## config.mk

```make
export PLATFORM = sky130hd
export DESIGN_NAME = tls_certificate_handshake_tracker
export DESIGN_NICKNAME = d
export VERILOG_FILES = /design/src/rtl/tlsct_pkg.sv /design/src/rtl/tlsct_parser.sv /design/src/rtl/tls_certificate_handshake_tracker.sv
export VERILOG_INCLUDE_DIRS = /design/src /design/src/rtl
export SDC_FILE = /design/constraint.sdc
export NUM_CORES = 1
export LEC_CHECK = 0
export BUFFER_PORTS_ARGS = -buffer_cell sky130_fd_sc_hd__buf_2
export CELL_PAD_IN_SITES_DETAIL_PLACEMENT = 0
export CELL_PAD_IN_SITES_GLOBAL_PLACEMENT = 2
export CORE_ASPECT_RATIO = 1.4
export CORE_MARGIN = 2
export CORE_UTILIZATION = 40
export DETAILED_ROUTE_END_ITERATION = 10
export PLACE_DENSITY = 0.88
export SLEW_MARGIN = 20
export SYNTH_ARGS = -nofsm -noshare
export SYNTH_HDL_FRONTEND = slang
export SYNTH_SLANG_ARGS = --single-unit
```

## constraint.sdc

```tcl
create_clock -name clk_i -period 4.5 [get_ports clk_i]
set_input_delay 0.225 -clock clk_i [delete_from_list [all_inputs] [get_ports clk_i]]
set_output_delay 0.225 -clock clk_i [all_outputs]
set_load 0.01 [all_outputs]
```

## src/rtl/tls_certificate_handshake_tracker_assert.svh

```systemverilog
// assertion macros for the tls certificate handshake tracker
// needs a clk_i / rst_ni pair in the scope where a macro is used
`ifndef TLS_CERTIFICATE_HANDSHAKE_TRACKER_ASSERT_SVH
`define TLS_CERTIFICATE_HANDSHAKE_TRACKER_ASSERT_SVH

// same-cycle implication
`define TLSCT_ASSERT_IMPL(label, ante, cons, msg) \
  label: assert property (@(posedge clk_i) disable iff (!rst_ni) (ante) |-> (cons)) \
    else $error(msg);

// next-cycle implication
`define TLSCT_ASSERT_NEXT(label, ante, cons, msg) \
  label: assert property (@(posedge clk_i) disable iff (!rst_ni) (ante) |=> (cons)) \
    else $error(msg);

`endif

```

## src/rtl/tlsct_pkg.sv

```systemverilog
// shared types and constants of the tls certificate handshake tracker
// no dependencies
`timescale 1ns / 1ps

package tlsct_pkg;

  localparam int unsigned ByteW          = 8;
  localparam int unsigned LenW           = 24;
  localparam int unsigned RecLenW        = 15;
  localparam int unsigned StatusW        = 2;
  localparam int unsigned OutDataW       = 8;

  localparam logic [ByteW-1:0]   RecTypeHandshake = 8'd22;
  localparam logic [ByteW-1:0]   TlsVersionByte   = 8'd3;
  localparam logic [ByteW-1:0]   MsgTypeCert      = 8'd11;
  localparam logic [15:0]        MaxRecordPayload = 16'd16384;
  localparam logic [LenW-1:0]    CertMaxReset     = 24'd16384;
  localparam logic [LenW-1:0]    CertMinLen       = 24'd6;
  localparam logic [LenW-1:0]    LenFieldBytes    = 24'd3;

  // last index of the record header (5 bytes) and message header (4 bytes)
  localparam logic [2:0]         RecHdrLast       = 3'd4;
  localparam logic [1:0]         MsgHdrLast       = 2'd3;

  // offsets inside the certificate body
  localparam logic [2:0]         OffListLast      = 3'd2;
  localparam logic [2:0]         OffEntryLast     = 3'd5;
  localparam logic [2:0]         OffListEnd       = 3'd3;
  localparam logic [2:0]         OffEntryEnd      = 3'd6;

  typedef enum logic [StatusW-1:0] {
    STATUS_BUSY = 2'd0,
    STATUS_DONE = 2'd1,
    STATUS_FAIL = 2'd2
  } status_e;

  typedef struct packed {
    logic             valid;
    logic [ByteW-1:0] data_byte;
  } step_t;

endpackage

```

## src/rtl/tlsct_parser.sv

```systemverilog
// record and handshake parser state of the certificate tracker, one byte per step
// depends on tlsct_pkg
`timescale 1ns / 1ps

module tlsct_parser (
  input  logic                          clk_i,
  input  logic                          rst_ni,
  input  tlsct_pkg::step_t              step_i,
  input  logic [tlsct_pkg::LenW-1:0]    cert_max_len_i,
  output tlsct_pkg::status_e            status_o
);

  logic [tlsct_pkg::ByteW-1:0]   rec_hdr_q [4];
  logic [tlsct_pkg::ByteW-1:0]   rec_hdr_d [4];
  logic [2:0]                    rec_cnt_q, rec_cnt_d;
  logic [tlsct_pkg::RecLenW-1:0] rec_left_q, rec_left_d;
  logic [tlsct_pkg::ByteW-1:0]   msg_hdr_q [3];
  logic [tlsct_pkg::ByteW-1:0]   msg_hdr_d [3];
  logic [1:0]                    msg_cnt_q, msg_cnt_d;
  logic [tlsct_pkg::LenW-1:0]    msg_len_q, msg_len_d;
  logic [tlsct_pkg::LenW-1:0]    msg_left_q, msg_left_d;
  logic                          in_cert_q, in_cert_d;
  logic [2:0]                    body_q, body_d;
  logic [tlsct_pkg::LenW-1:0]    list_q, list_d;
  logic [tlsct_pkg::LenW-1:0]    entry_q, entry_d;
  logic                          done_q, done_d;
  logic                          failed_q, failed_d;

  logic [tlsct_pkg::ByteW-1:0]   b;
  logic [15:0]                   rec_len;
  logic [tlsct_pkg::LenW-1:0]    hdr_len;
  logic [tlsct_pkg::LenW-1:0]    list_new;
  logic [tlsct_pkg::LenW-1:0]    entry_new;
  logic [tlsct_pkg::LenW:0]      list_plus3;
  logic                          hdr_is_cert;
  logic                          fail_now;

  assign b          = step_i.data_byte;
  assign rec_len    = {rec_hdr_q[3], b};
  assign hdr_len    = {msg_hdr_q[1], msg_hdr_q[2], b};
  assign hdr_is_cert = (msg_hdr_q[0] == tlsct_pkg::MsgTypeCert);
  assign list_new   = {list_q[15:0], b};
  assign entry_new  = {entry_q[15:0], b};
  assign list_plus3 = {1'b0, list_new} + {1'b0, tlsct_pkg::LenFieldBytes};

  always_comb begin
    rec_hdr_d  = rec_hdr_q;
    rec_cnt_d  = rec_cnt_q;
    rec_left_d = rec_left_q;
    msg_hdr_d  = msg_hdr_q;
    msg_cnt_d  = msg_cnt_q;
    msg_len_d  = msg_len_q;
    msg_left_d = msg_left_q;
    in_cert_d  = in_cert_q;
    body_d     = body_q;
    list_d     = list_q;
    entry_d    = entry_q;
    done_d     = done_q;
    failed_d   = failed_q;
    fail_now   = 1'b0;

    if (step_i.valid && !failed_q && !done_q) begin
      if (rec_left_q == '0) begin
        // collecting the record header
        if (rec_cnt_q != tlsct_pkg::RecHdrLast) begin
          rec_hdr_d[rec_cnt_q[1:0]] = b;
          rec_cnt_d = rec_cnt_q + 3'd1;
        end else begin
          rec_cnt_d = '0;
          if (rec_hdr_q[0] != tlsct_pkg::RecTypeHandshake ||
              rec_hdr_q[1] != tlsct_pkg::TlsVersionByte ||
              rec_hdr_q[2] != tlsct_pkg::TlsVersionByte) begin
            failed_d = 1'b1;
          end else if (rec_len == '0 || rec_len > tlsct_pkg::MaxRecordPayload) begin
            failed_d = 1'b1;
          end else begin
            rec_left_d = rec_len[tlsct_pkg::RecLenW-1:0];
          end
        end
      end else begin
        if (msg_left_q == '0) begin
          // handshake header, may straddle records
          if (msg_cnt_q != tlsct_pkg::MsgHdrLast) begin
            msg_hdr_d[msg_cnt_q] = b;
            msg_cnt_d = msg_cnt_q + 2'd1;
          end else begin
            msg_cnt_d  = '0;
            msg_len_d  = hdr_len;
            msg_left_d = hdr_len;
            in_cert_d  = hdr_is_cert;
            if (hdr_is_cert) begin
              if (hdr_len < tlsct_pkg::CertMinLen) begin
                fail_now = 1'b1;
              end else begin
                body_d  = '0;
                list_d  = '0;
                entry_d = '0;
              end
            end
          end
        end else begin
          if (in_cert_q) begin
            if (body_q < tlsct_pkg::OffListEnd) begin
              list_d = list_new;
              if (body_q == tlsct_pkg::OffListLast &&
                  (list_new < tlsct_pkg::LenFieldBytes ||
                   {1'b0, msg_len_q} != list_plus3)) begin
                fail_now = 1'b1;
              end
            end else if (body_q < tlsct_pkg::OffEntryEnd) begin
              entry_d = entry_new;
              if (body_q == tlsct_pkg::OffEntryLast &&
                  (entry_new == '0 || entry_new > cert_max_len_i ||
                   entry_new != list_q - tlsct_pkg::LenFieldBytes)) begin
                fail_now = 1'b1;
              end
            end
            // offset only matters up to the end of the entry length
            if (body_q < tlsct_pkg::OffEntryEnd) begin
              body_d = body_q + 3'd1;
            end
          end
          if (!fail_now) begin
            msg_left_d = msg_left_q - 24'd1;
            if (msg_left_q == 24'd1 && in_cert_q) begin
              done_d    = 1'b1;
              in_cert_d = 1'b0;
            end
          end
        end
        if (fail_now) begin
          failed_d = 1'b1;
        end else begin
          rec_left_d = rec_left_q - 15'd1;
        end
      end
    end
  end

  always_comb begin
    if (failed_d) begin
      status_o = tlsct_pkg::STATUS_FAIL;
    end else if (done_d) begin
      status_o = tlsct_pkg::STATUS_DONE;
    end else begin
      status_o = tlsct_pkg::STATUS_BUSY;
    end
  end

  always_ff @(posedge clk_i or negedge rst_ni) begin
    if (!rst_ni) begin
      rec_hdr_q  <= '{default: '0};
      rec_cnt_q  <= '0;
      rec_left_q <= '0;
      msg_hdr_q  <= '{default: '0};
      msg_cnt_q  <= '0;
      msg_len_q  <= '0;
      msg_left_q <= '0;
      in_cert_q  <= 1'b0;
      body_q     <= '0;
      list_q     <= '0;
      entry_q    <= '0;
      done_q     <= 1'b0;
      failed_q   <= 1'b0;
    end else begin
      rec_hdr_q  <= rec_hdr_d;
      rec_cnt_q  <= rec_cnt_d;
      rec_left_q <= rec_left_d;
      msg_hdr_q  <= msg_hdr_d;
      msg_cnt_q  <= msg_cnt_d;
      msg_len_q  <= msg_len_d;
      msg_left_q <= msg_left_d;
      in_cert_q  <= in_cert_d;
      body_q     <= body_d;
      list_q     <= list_d;
      entry_q    <= entry_d;
      done_q     <= done_d;
      failed_q   <= failed_d;
    end
  end

endmodule

```

## src/rtl/tls_certificate_handshake_tracker.sv

```systemverilog
// top level of the tls certificate handshake tracker: stream ports, config register
// depends on tlsct_pkg, tlsct_parser and tls_certificate_handshake_tracker_assert.svh
`timescale 1ns / 1ps

// Watches a TLS 1.2 byte stream one byte per request and returns one status per byte:
// 0 in progress, 1 certificate message complete, 2 failure (sticky). Record headers
// must be handshake type, version 3.3, length 1..16384; the first certificate message
// has its list and single entry lengths checked, the entry against cert max length
// (cfg_wdata_i, reset 16384). The block takes one byte every cycle while the output is
// drained; the status of a byte is offered once it has passed the input register and
// then the status register, the whole parser step done combinationally between the two.
// With the output held, one byte waits in each register before the input stalls.
module tls_certificate_handshake_tracker (
  input  logic                          clk_i,
  input  logic                          rst_ni,
  input  logic                          s_axis_tvalid,
  output logic                          s_axis_tready,
  input  logic [tlsct_pkg::ByteW-1:0]   s_axis_tdata,   // [7:0] data_byte
  output logic                          m_axis_tvalid,
  input  logic                          m_axis_tready,
  output logic [tlsct_pkg::OutDataW-1:0] m_axis_tdata,  // [1:0] status, rest zero
  input  logic                          cfg_we_i,
  input  logic [tlsct_pkg::LenW-1:0]    cfg_wdata_i
);

  logic                          in_valid_q;
  logic [tlsct_pkg::ByteW-1:0]   in_byte_q;
  logic                          out_valid_q;
  tlsct_pkg::status_e            out_status_q;
  tlsct_pkg::status_e            step_status;
  logic [tlsct_pkg::LenW-1:0]    cert_max_q;
  logic                          advance;
  tlsct_pkg::step_t              step;

  // the input byte moves on once the status slot is free or being drained
  assign advance       = in_valid_q && (!out_valid_q || m_axis_tready);
  assign s_axis_tready = !in_valid_q || advance;

  assign step.valid     = advance;
  assign step.data_byte = in_byte_q;

  tlsct_parser u_parser (
    .clk_i          (clk_i),
    .rst_ni         (rst_ni),
    .step_i         (step),
    .cert_max_len_i (cert_max_q),
    .status_o       (step_status)
  );

  always_ff @(posedge clk_i or negedge rst_ni) begin
    if (!rst_ni) begin
      cert_max_q <= tlsct_pkg::CertMaxReset;
    end else if (cfg_we_i) begin
      cert_max_q <= cfg_wdata_i;
    end
  end

  always_ff @(posedge clk_i or negedge rst_ni) begin
    if (!rst_ni) begin
      in_valid_q <= 1'b0;
    end else if (s_axis_tready) begin
      in_valid_q <= s_axis_tvalid;
    end
  end

  always_ff @(posedge clk_i) begin
    if (s_axis_tready && s_axis_tvalid) begin
      in_byte_q <= s_axis_tdata;
    end
  end

  always_ff @(posedge clk_i or negedge rst_ni) begin
    if (!rst_ni) begin
      out_valid_q  <= 1'b0;
      out_status_q <= tlsct_pkg::STATUS_BUSY;
    end else if (advance) begin
      out_valid_q  <= 1'b1;
      out_status_q <= step_status;
    end else if (m_axis_tready) begin
      out_valid_q  <= 1'b0;
    end
  end

  assign m_axis_tvalid = out_valid_q;
  assign m_axis_tdata  = {{(tlsct_pkg::OutDataW - tlsct_pkg::StatusW){1'b0}}, out_status_q};

`include "tls_certificate_handshake_tracker_assert.svh"

  // a failure reported once stays reported
  `TLSCT_ASSERT_NEXT(a_fail_sticky, advance && out_valid_q && out_status_q == tlsct_pkg::STATUS_FAIL, out_status_q == tlsct_pkg::STATUS_FAIL, "failure status was not sticky")

  // completion is only left toward nothing: bytes after it are ignored
  `TLSCT_ASSERT_NEXT(a_done_sticky, advance && out_valid_q && out_status_q == tlsct_pkg::STATUS_DONE, out_status_q == tlsct_pkg::STATUS_DONE, "complete status changed")

  // a byte waiting in the input register is not overwritten
  `TLSCT_ASSERT_NEXT(a_in_hold, in_valid_q && !advance, in_valid_q && $stable(in_byte_q), "pending input byte lost")

endmodule

```

# Word-level counts from Yosys, hierarchy flattened
# Cells that the tools add are included.
totals:
  regBits: 206
  in_bits: 37
  out_inout_bits: 10
  wordCells: 170
classes:
  n_addsub: 7
  magnitude_cmp: 10
  n_eq_ne: 20
  muxes: 65
  bitwise_logic: 4
  n_reduce_logical: 41
op_table:
  columns: ["op", "n"]
  rows:
  - ["two-way mux 24 bit", 9]
  - ["two-way mux 15 bit", 5]
  - ["two-way mux 16 bit", 4]
  - ["logical NOT 24 bit", 2]
  - ["bitwise mux 32 bit", 1]
  - ["demux 8 bit (select 2 bit)", 2]
  - ["two-way mux 1 bit", 32]
  - ["adder 24 x 2 -> 25 bit (second input constant)", 1]
  - ["!= test 24 x 25 -> 1 bit", 1]
  - ["bitwise mux 24 bit", 1]
  - ["equality test 24 x 1 -> 1 bit (second input constant)", 1]
  - ["> comparator 24 bit", 1]
  - ["less-than comparator 24 x 2 -> 1 bit (second input constant)", 1]
  - ["less-than comparator 24 x 3 -> 1 bit (second input constant)", 1]
  - ["!= test 24 bit", 1]
  - ["subtractor 24 x 1 -> 24 bit (second input constant)", 1]
  - ["subtractor 24 x 2 -> 24 bit (second input constant)", 1]
  - ["two-way mux 3 bit", 7]
  - ["> comparator 16 x 15 -> 1 bit (second input constant)", 1]
  - ["logical NOT 16 bit", 1]
  - ["two-way mux 8 bit", 2]
  - ["!= test 8 x 2 -> 1 bit (second input constant)", 2]
  - ["logical NOT 15 bit", 1]
  - ["subtractor 15 x 1 -> 15 bit (second input constant)", 1]
  - ["26 further kinds", 67]

# Depth between registers and ports, before layout
logic_depth:
  depth_word: 18
  depth_mapped: 15
  ltp_nobuf: 12

# Hierarchy
# Synthesis repeated with hierarchy kept, for this count alone.
hier_totals:
  cells_unflattened: 1205
  hier_area_um2: 11837.6
by_module_without_submodules:
  columns: ["module", "n_inst", "cells_per_inst", "area_per_inst_um2", "seq_area_each_um2"]
  rows:
  - ["tlsct_parser", 1, 1126, 10387.5, 4254.1]
  - ["tls_certificate_handshake_tracker", 1, 79, 1450.1, 942.2]

# Least setup slack after synthesis
# No wires, ideal clock.
synth_timing:
  path_type: "reg2reg"
  startpoint: "reg in_byte_q[0] in the netlist's numbering"
  endpoint: "reg u_parser.msg_left_q[20] in the netlist's numbering"
  setup_time_ns: 0.134
  arrival_ns: 3.697
  required_time_ns: 4.366
  path_slack_ns: 0.669
  stages_incl_launch_ff: 16
  path_buffers: 3
  synth_period_minus_slack_ns: 3.831
  path_cell_list: "edfxtp_1 buf_2 inv_1 clkbuf_1 ha_1 and4b_1 nand3_1 or3_1 o211a_1 o32ai_1 a41oi_2 a31o_1 or3_4 buf_6 o41ai_1 o21ai_1"
synth_between:
  elab_chain_len: 13
  word_cells_on_any_way: 21
  classes_between: "add/sub: 1; order compare: 2; eq/ne: 3; mux: 8; reduce/logical: 7"
synth_rtl:
  columns: ["element", "line", "rtl"]
  rows:
  - ["start, declared", "tls_certificate_handshake_tracker.sv:27", "logic [tlsct_pkg::ByteW-1:0] in_byte_q;"]
  - ["start signal, assigned", "tls_certificate_handshake_tracker.sv:68", "in_byte_q <= s_axis_tdata;"]
  - ["branches (longest 6 deep; another with adder 24 x 2 -> 25 bit)", null, null]
  - ["two-way mux 1 bit *", "tlsct_parser.sv:103", "if (body_q < tlsct_pkg::OffListEnd) begin"]
  - ["two-way mux 1 bit *", "tlsct_parser.sv:102", "if (in_cert_q) begin"]
  - ["two-way mux 1 bit *", "tlsct_parser.sv:81", "if (msg_left_q == '0) begin"]
  - ["two-way mux 1 bit *", "tlsct_parser.sv:63", "if (rec_left_q == '0) begin"]
  - ["two-way mux 1 bit *", "tlsct_parser.sv:62", "if (step_i.valid && !failed_q && !done_q) begin"]
  - ["!= test 2 x 1 -> 1 bit (no source line) *", null, null]
  - ["AND reduction 4 bit (no source line) *", null, null]
  - ["end signal, assigned", "tlsct_parser.sv:172", "msg_left_q <= msg_left_d;"]
  - ["end, declared", "tlsct_parser.sv:21", "logic [tlsct_pkg::LenW-1:0] msg_left_q, msg_left_d;"]
# Mark *: on every way between the ends. The select of a mux whose other input is x is not followed.
# A chain may end at the register's enable or synchronous reset.

# Worst setup path after layout
# Same ends and word-level chain as after synthesis.

==> run summary <==
Min-Delay Path Depth - 3
Syn. warnings - 0
Starting Density - 40.8%
first-pass GRT wire length - 52.2 mm
Post-Route WL - 32.4 mm
routed via count - 9442
Post-Syn Area - 11600 sq um
worst-margin pin slew - 0.782 ns
Die Span X - 148 um
Die ar. - 30400 sq um
# port buffers - 40
clk buf depth - 3
CTS HTree Levels - 1
top_reg_cell synth - dfrtp_1
Max VDD drop - 0.238 mV
Reg area - 5200 sq um
Slew Viols, Final - 0
ANT cells - 0
HP Class - in2reg
static leakage - 5.95 nW
overall power - 6.46 mW
Distinct cells, synth - 85
Critical Path RT - 4.89 ns
cells on worst reg2reg path - 12
RSZ-0062 raised after global routing - false
Layout Nets - 1368
PwrDens - 484 nW/um^2
CP Data Arrival Time - 4.52 ns
CORE AREA - 28500 sq um
hold_sp - m_axis_tready
antenna violations before repair - 0
per-cell routed wire length - 19.3 um
initial DRC count - 573
Crit Path Category - reg2reg
drt drc - 0
Initial DRT Pass Iterations - 7
Area growth syn-to-layout - 15.1%
most frequent cells in the layout - dfrtp_1 (197), nand2_1 (161), o21ai_0 (100)
max frequency - 242 MHz
share of cells above drive strength 1 - 14.4%
EDFF count, synth - 8
design area - 13400 sq um
setup bufs post-CTS - 0
final setup TNS - 0 ns
worst r2r src - in_byte_q[0]$_DFFE_PP_
mean post-synth cell area - 9.45 sq um
CTS tree - built
Final Cycle Share - 91.7%
clk_lat worst skew - 0.52 ns
FP Rows - 73
pin count of the biggest net entering global routing - 119
die height - 206 um
Tot GR Track Use - 21.6%
clock sink total - 206
R2R setup slack - 0.37 ns
CP Capture Type - register
Fillers - 2744
routability congestion estimate - 0.904
Clock Pin Slew Worst Setup and Hold Paths - 0.06 ns
status - finished, final reports clean
Num CTS Buffers - 22
drt via density - 5.62
Max Cap Viol - 0
Period minus WS final - 4.13 ns
remaining global-route overflow - 0
Worst Hold End - in_valid_q$_DFFE_PN0N_
DP HPWL - 22.5 mm
asr flop ratio synth - 96.1%
most common cell after layout, fill and taps aside - dfrtp_1
Final Hold Vio Count - 0
Root Buffer - clkbuf_16
Reg-to-Reg End - u_parser.msg_left_q[20]$_DFFE_PN0P_
Worst Setup Start Kind - register
post-route ant nets - 0
worst-path maximum fanout - 20
Syn Inst Count - 1229
vias in the first global route - 9557
relative slew slack - 47.2%
Post-DP Area - 12200 sq um
io pins - 47
# setup viols final - 0
Worst Skew - 0.00634 ns
sequential share of the synthesized area - 44.7%
multi-input logic area - 5910 sq um
Yosys reg bits - 206
cells by family after synthesis:
group | Yosys count | share of synthesized area, %
AO/OA/AOI/OAI | 282 | 16.1
XOR/XNOR | 53 | 4.00
adder cells (fa/ha/maj) | 44 | 4.72
buffers and inverters | 133 | 4.69
flip-flops | 206 | 44.7
multiplexers | 65 | 6.22
other | 1 | 0.0323
AND/OR/NAND/NOR | 445 | 19.5
area by class of cell:
type,count,share of cell area [%]
clock buffers,25,4.20
inverters,56,1.57
clock inverters,15,1.39
repair buffers,107,6.21
multi-input cells,895,44.2
flip-flops and latches,206,38.9
well taps,375,3.51
worst max-delay path by stage:
stage	to	startpoint	cells past startpoint	slack, ns
2_1_floorplan	u_parser.msg_left_q[20]$_DFFE_PN0P_	in_byte_q[0]$_DFFE_PP_	15	0.67
3_3_place_gp	u_parser.msg_left_q[19]$_DFFE_PN0P_	u_parser.list_q[8]$_DFFE_PN0P_	10	0.29
3_5_place_dp	u_parser.msg_left_q[20]$_DFFE_PN0P_	u_parser.list_q[8]$_DFFE_PN0P_	10	0.33
4_1_cts	u_parser.msg_left_q[20]$_DFFE_PN0P_	u_parser.list_q[8]$_DFFE_PN0P_	10	0.32
5_1_grt	u_parser.msg_left_q[20]$_DFFE_PN0P_	in_byte_q[0]$_DFFE_PP_	12	0.07
6_report	u_parser.msg_left_q[20]$_DFFE_PN0P_	in_byte_q[0]$_DFFE_PP_	12	0.37
registers in the layout (all words and copies together), names as in the netlist:
name	flops
u_parser.rec_hdr_q	32
cert_max_q	24
u_parser.list_q	24
u_parser.msg_left_q	24
u_parser.msg_len_q	24
u_parser.entry_q	16
u_parser.hdr_len	16
u_parser.rec_left_q	15
in_byte_q	8
u_parser.msg_hdr_q	8
u_parser.body_q	3
u_parser.rec_cnt_q	3
out_status_q	2
u_parser.msg_cnt_q	2
in_valid_q	1
m_axis_tvalid	1
u_parser.done_q	1
u_parser.failed_q	1
u_parser.in_cert_q	1
cell usage after synthesis (4+ instances only):
library cell,number,share of area (%)
and2_1,4,0.22
o31ai_1,19,1.2
a22o_1,18,1.4
o21a_1,4,0.26
xor2_1,22,1.7
o211ai_1,6,0.39
nand2b_1,11,0.59
nor4b_1,7,0.53
a21oi_1,46,2.0
mux2i_1,8,0.69
edfxtp_1,8,2.1
ha_1,43,4.6
or3_1,17,0.92
nand2_1,161,5.2
nor4_1,28,1.5
o21bai_1,6,0.39
a22oi_1,8,0.52
mux2_2,57,5.5
dfrtp_1,197,42
nor3_1,40,1.7
inv_1,55,1.8
buf_4,7,0.45
nor2b_1,9,0.48
nand3b_1,8,0.52
o32ai_1,4,0.30
o21ai_0,101,4.4
and3_1,13,0.70
a31oi_1,10,0.54
a21o_1,5,0.32
xnor2_1,31,2.3
nor2_1,57,1.8
nand4b_1,4,0.30
nand3_1,30,1.3
clkbuf_1,57,1.8
nand4_1,15,0.81
a2111oi_0,4,0.30
buf_2,9,0.39
or4_1,19,1.2
nor3b_1,4,0.26
o41ai_1,4,0.30
metal layers:
metal,vias to the layer above,GRT usage [%],wire (um)
met5,-,0,0
met4,0,8.40,1180
met3,68,2.11,973
met2,186,39.9,16900
met1,4623,25.7,13400
li1,4565,-,-
timing repair:
| action | CTS | global route |
|---|---|---|
| setup endpoints to repair | 0 | 1 |
| gates resized for setup | 0 | 1 |
| hold endpoints to repair | 149 | 0 |
| hold buffers | 34 | 0 |
critical path: stages (launching register included):
cell and delay, ns:
edfxtp_1 0.59, inv_1 0.11, ha_1 0.30, and4b_1 0.29
nand3_1 0.22, or3_1 0.46, o211a_1 0.22, o32ai_1 0.31
a41oi_2 0.22, a31o_1 0.31, or3_4 0.51, o41ai_1 0.34
o21ai_1 0.10
per-stage QoR:
| stage | setup WS (ns) | instances | utilization [%] | hold slack [ns] |
|---|---|---|---|---|
| 2_1_floorplan | 0.669 | 1234 | - | -0.0706 |
| 3_3_place_gp | 0.293 | 1604 | 42.9 | 0.403 |
| 3_5_place_dp | 0.329 | 1604 | 43.0 | 0.409 |
| 4_1_cts | 0.324 | 1678 | 46.8 | 0.00471 |
| 5_1_grt | 0.0683 | 1679 | 46.9 | 0.0343 |
| 6_report | 0.373 | 1679 | 46.9 | 0.0195 |
where the power goes:
| group | switching (mW) | total [mW] | internal [mW] |
|---|---|---|---|
| clock | 0.788 | 1.92 | 1.13 |
| combinational | 1.12 | 1.97 | 0.846 |
| sequential | 0.465 | 2.58 | 2.11 |
| total | 2.37 | 6.46 | 4.09 |
Power figures use the tool's default switching activity.
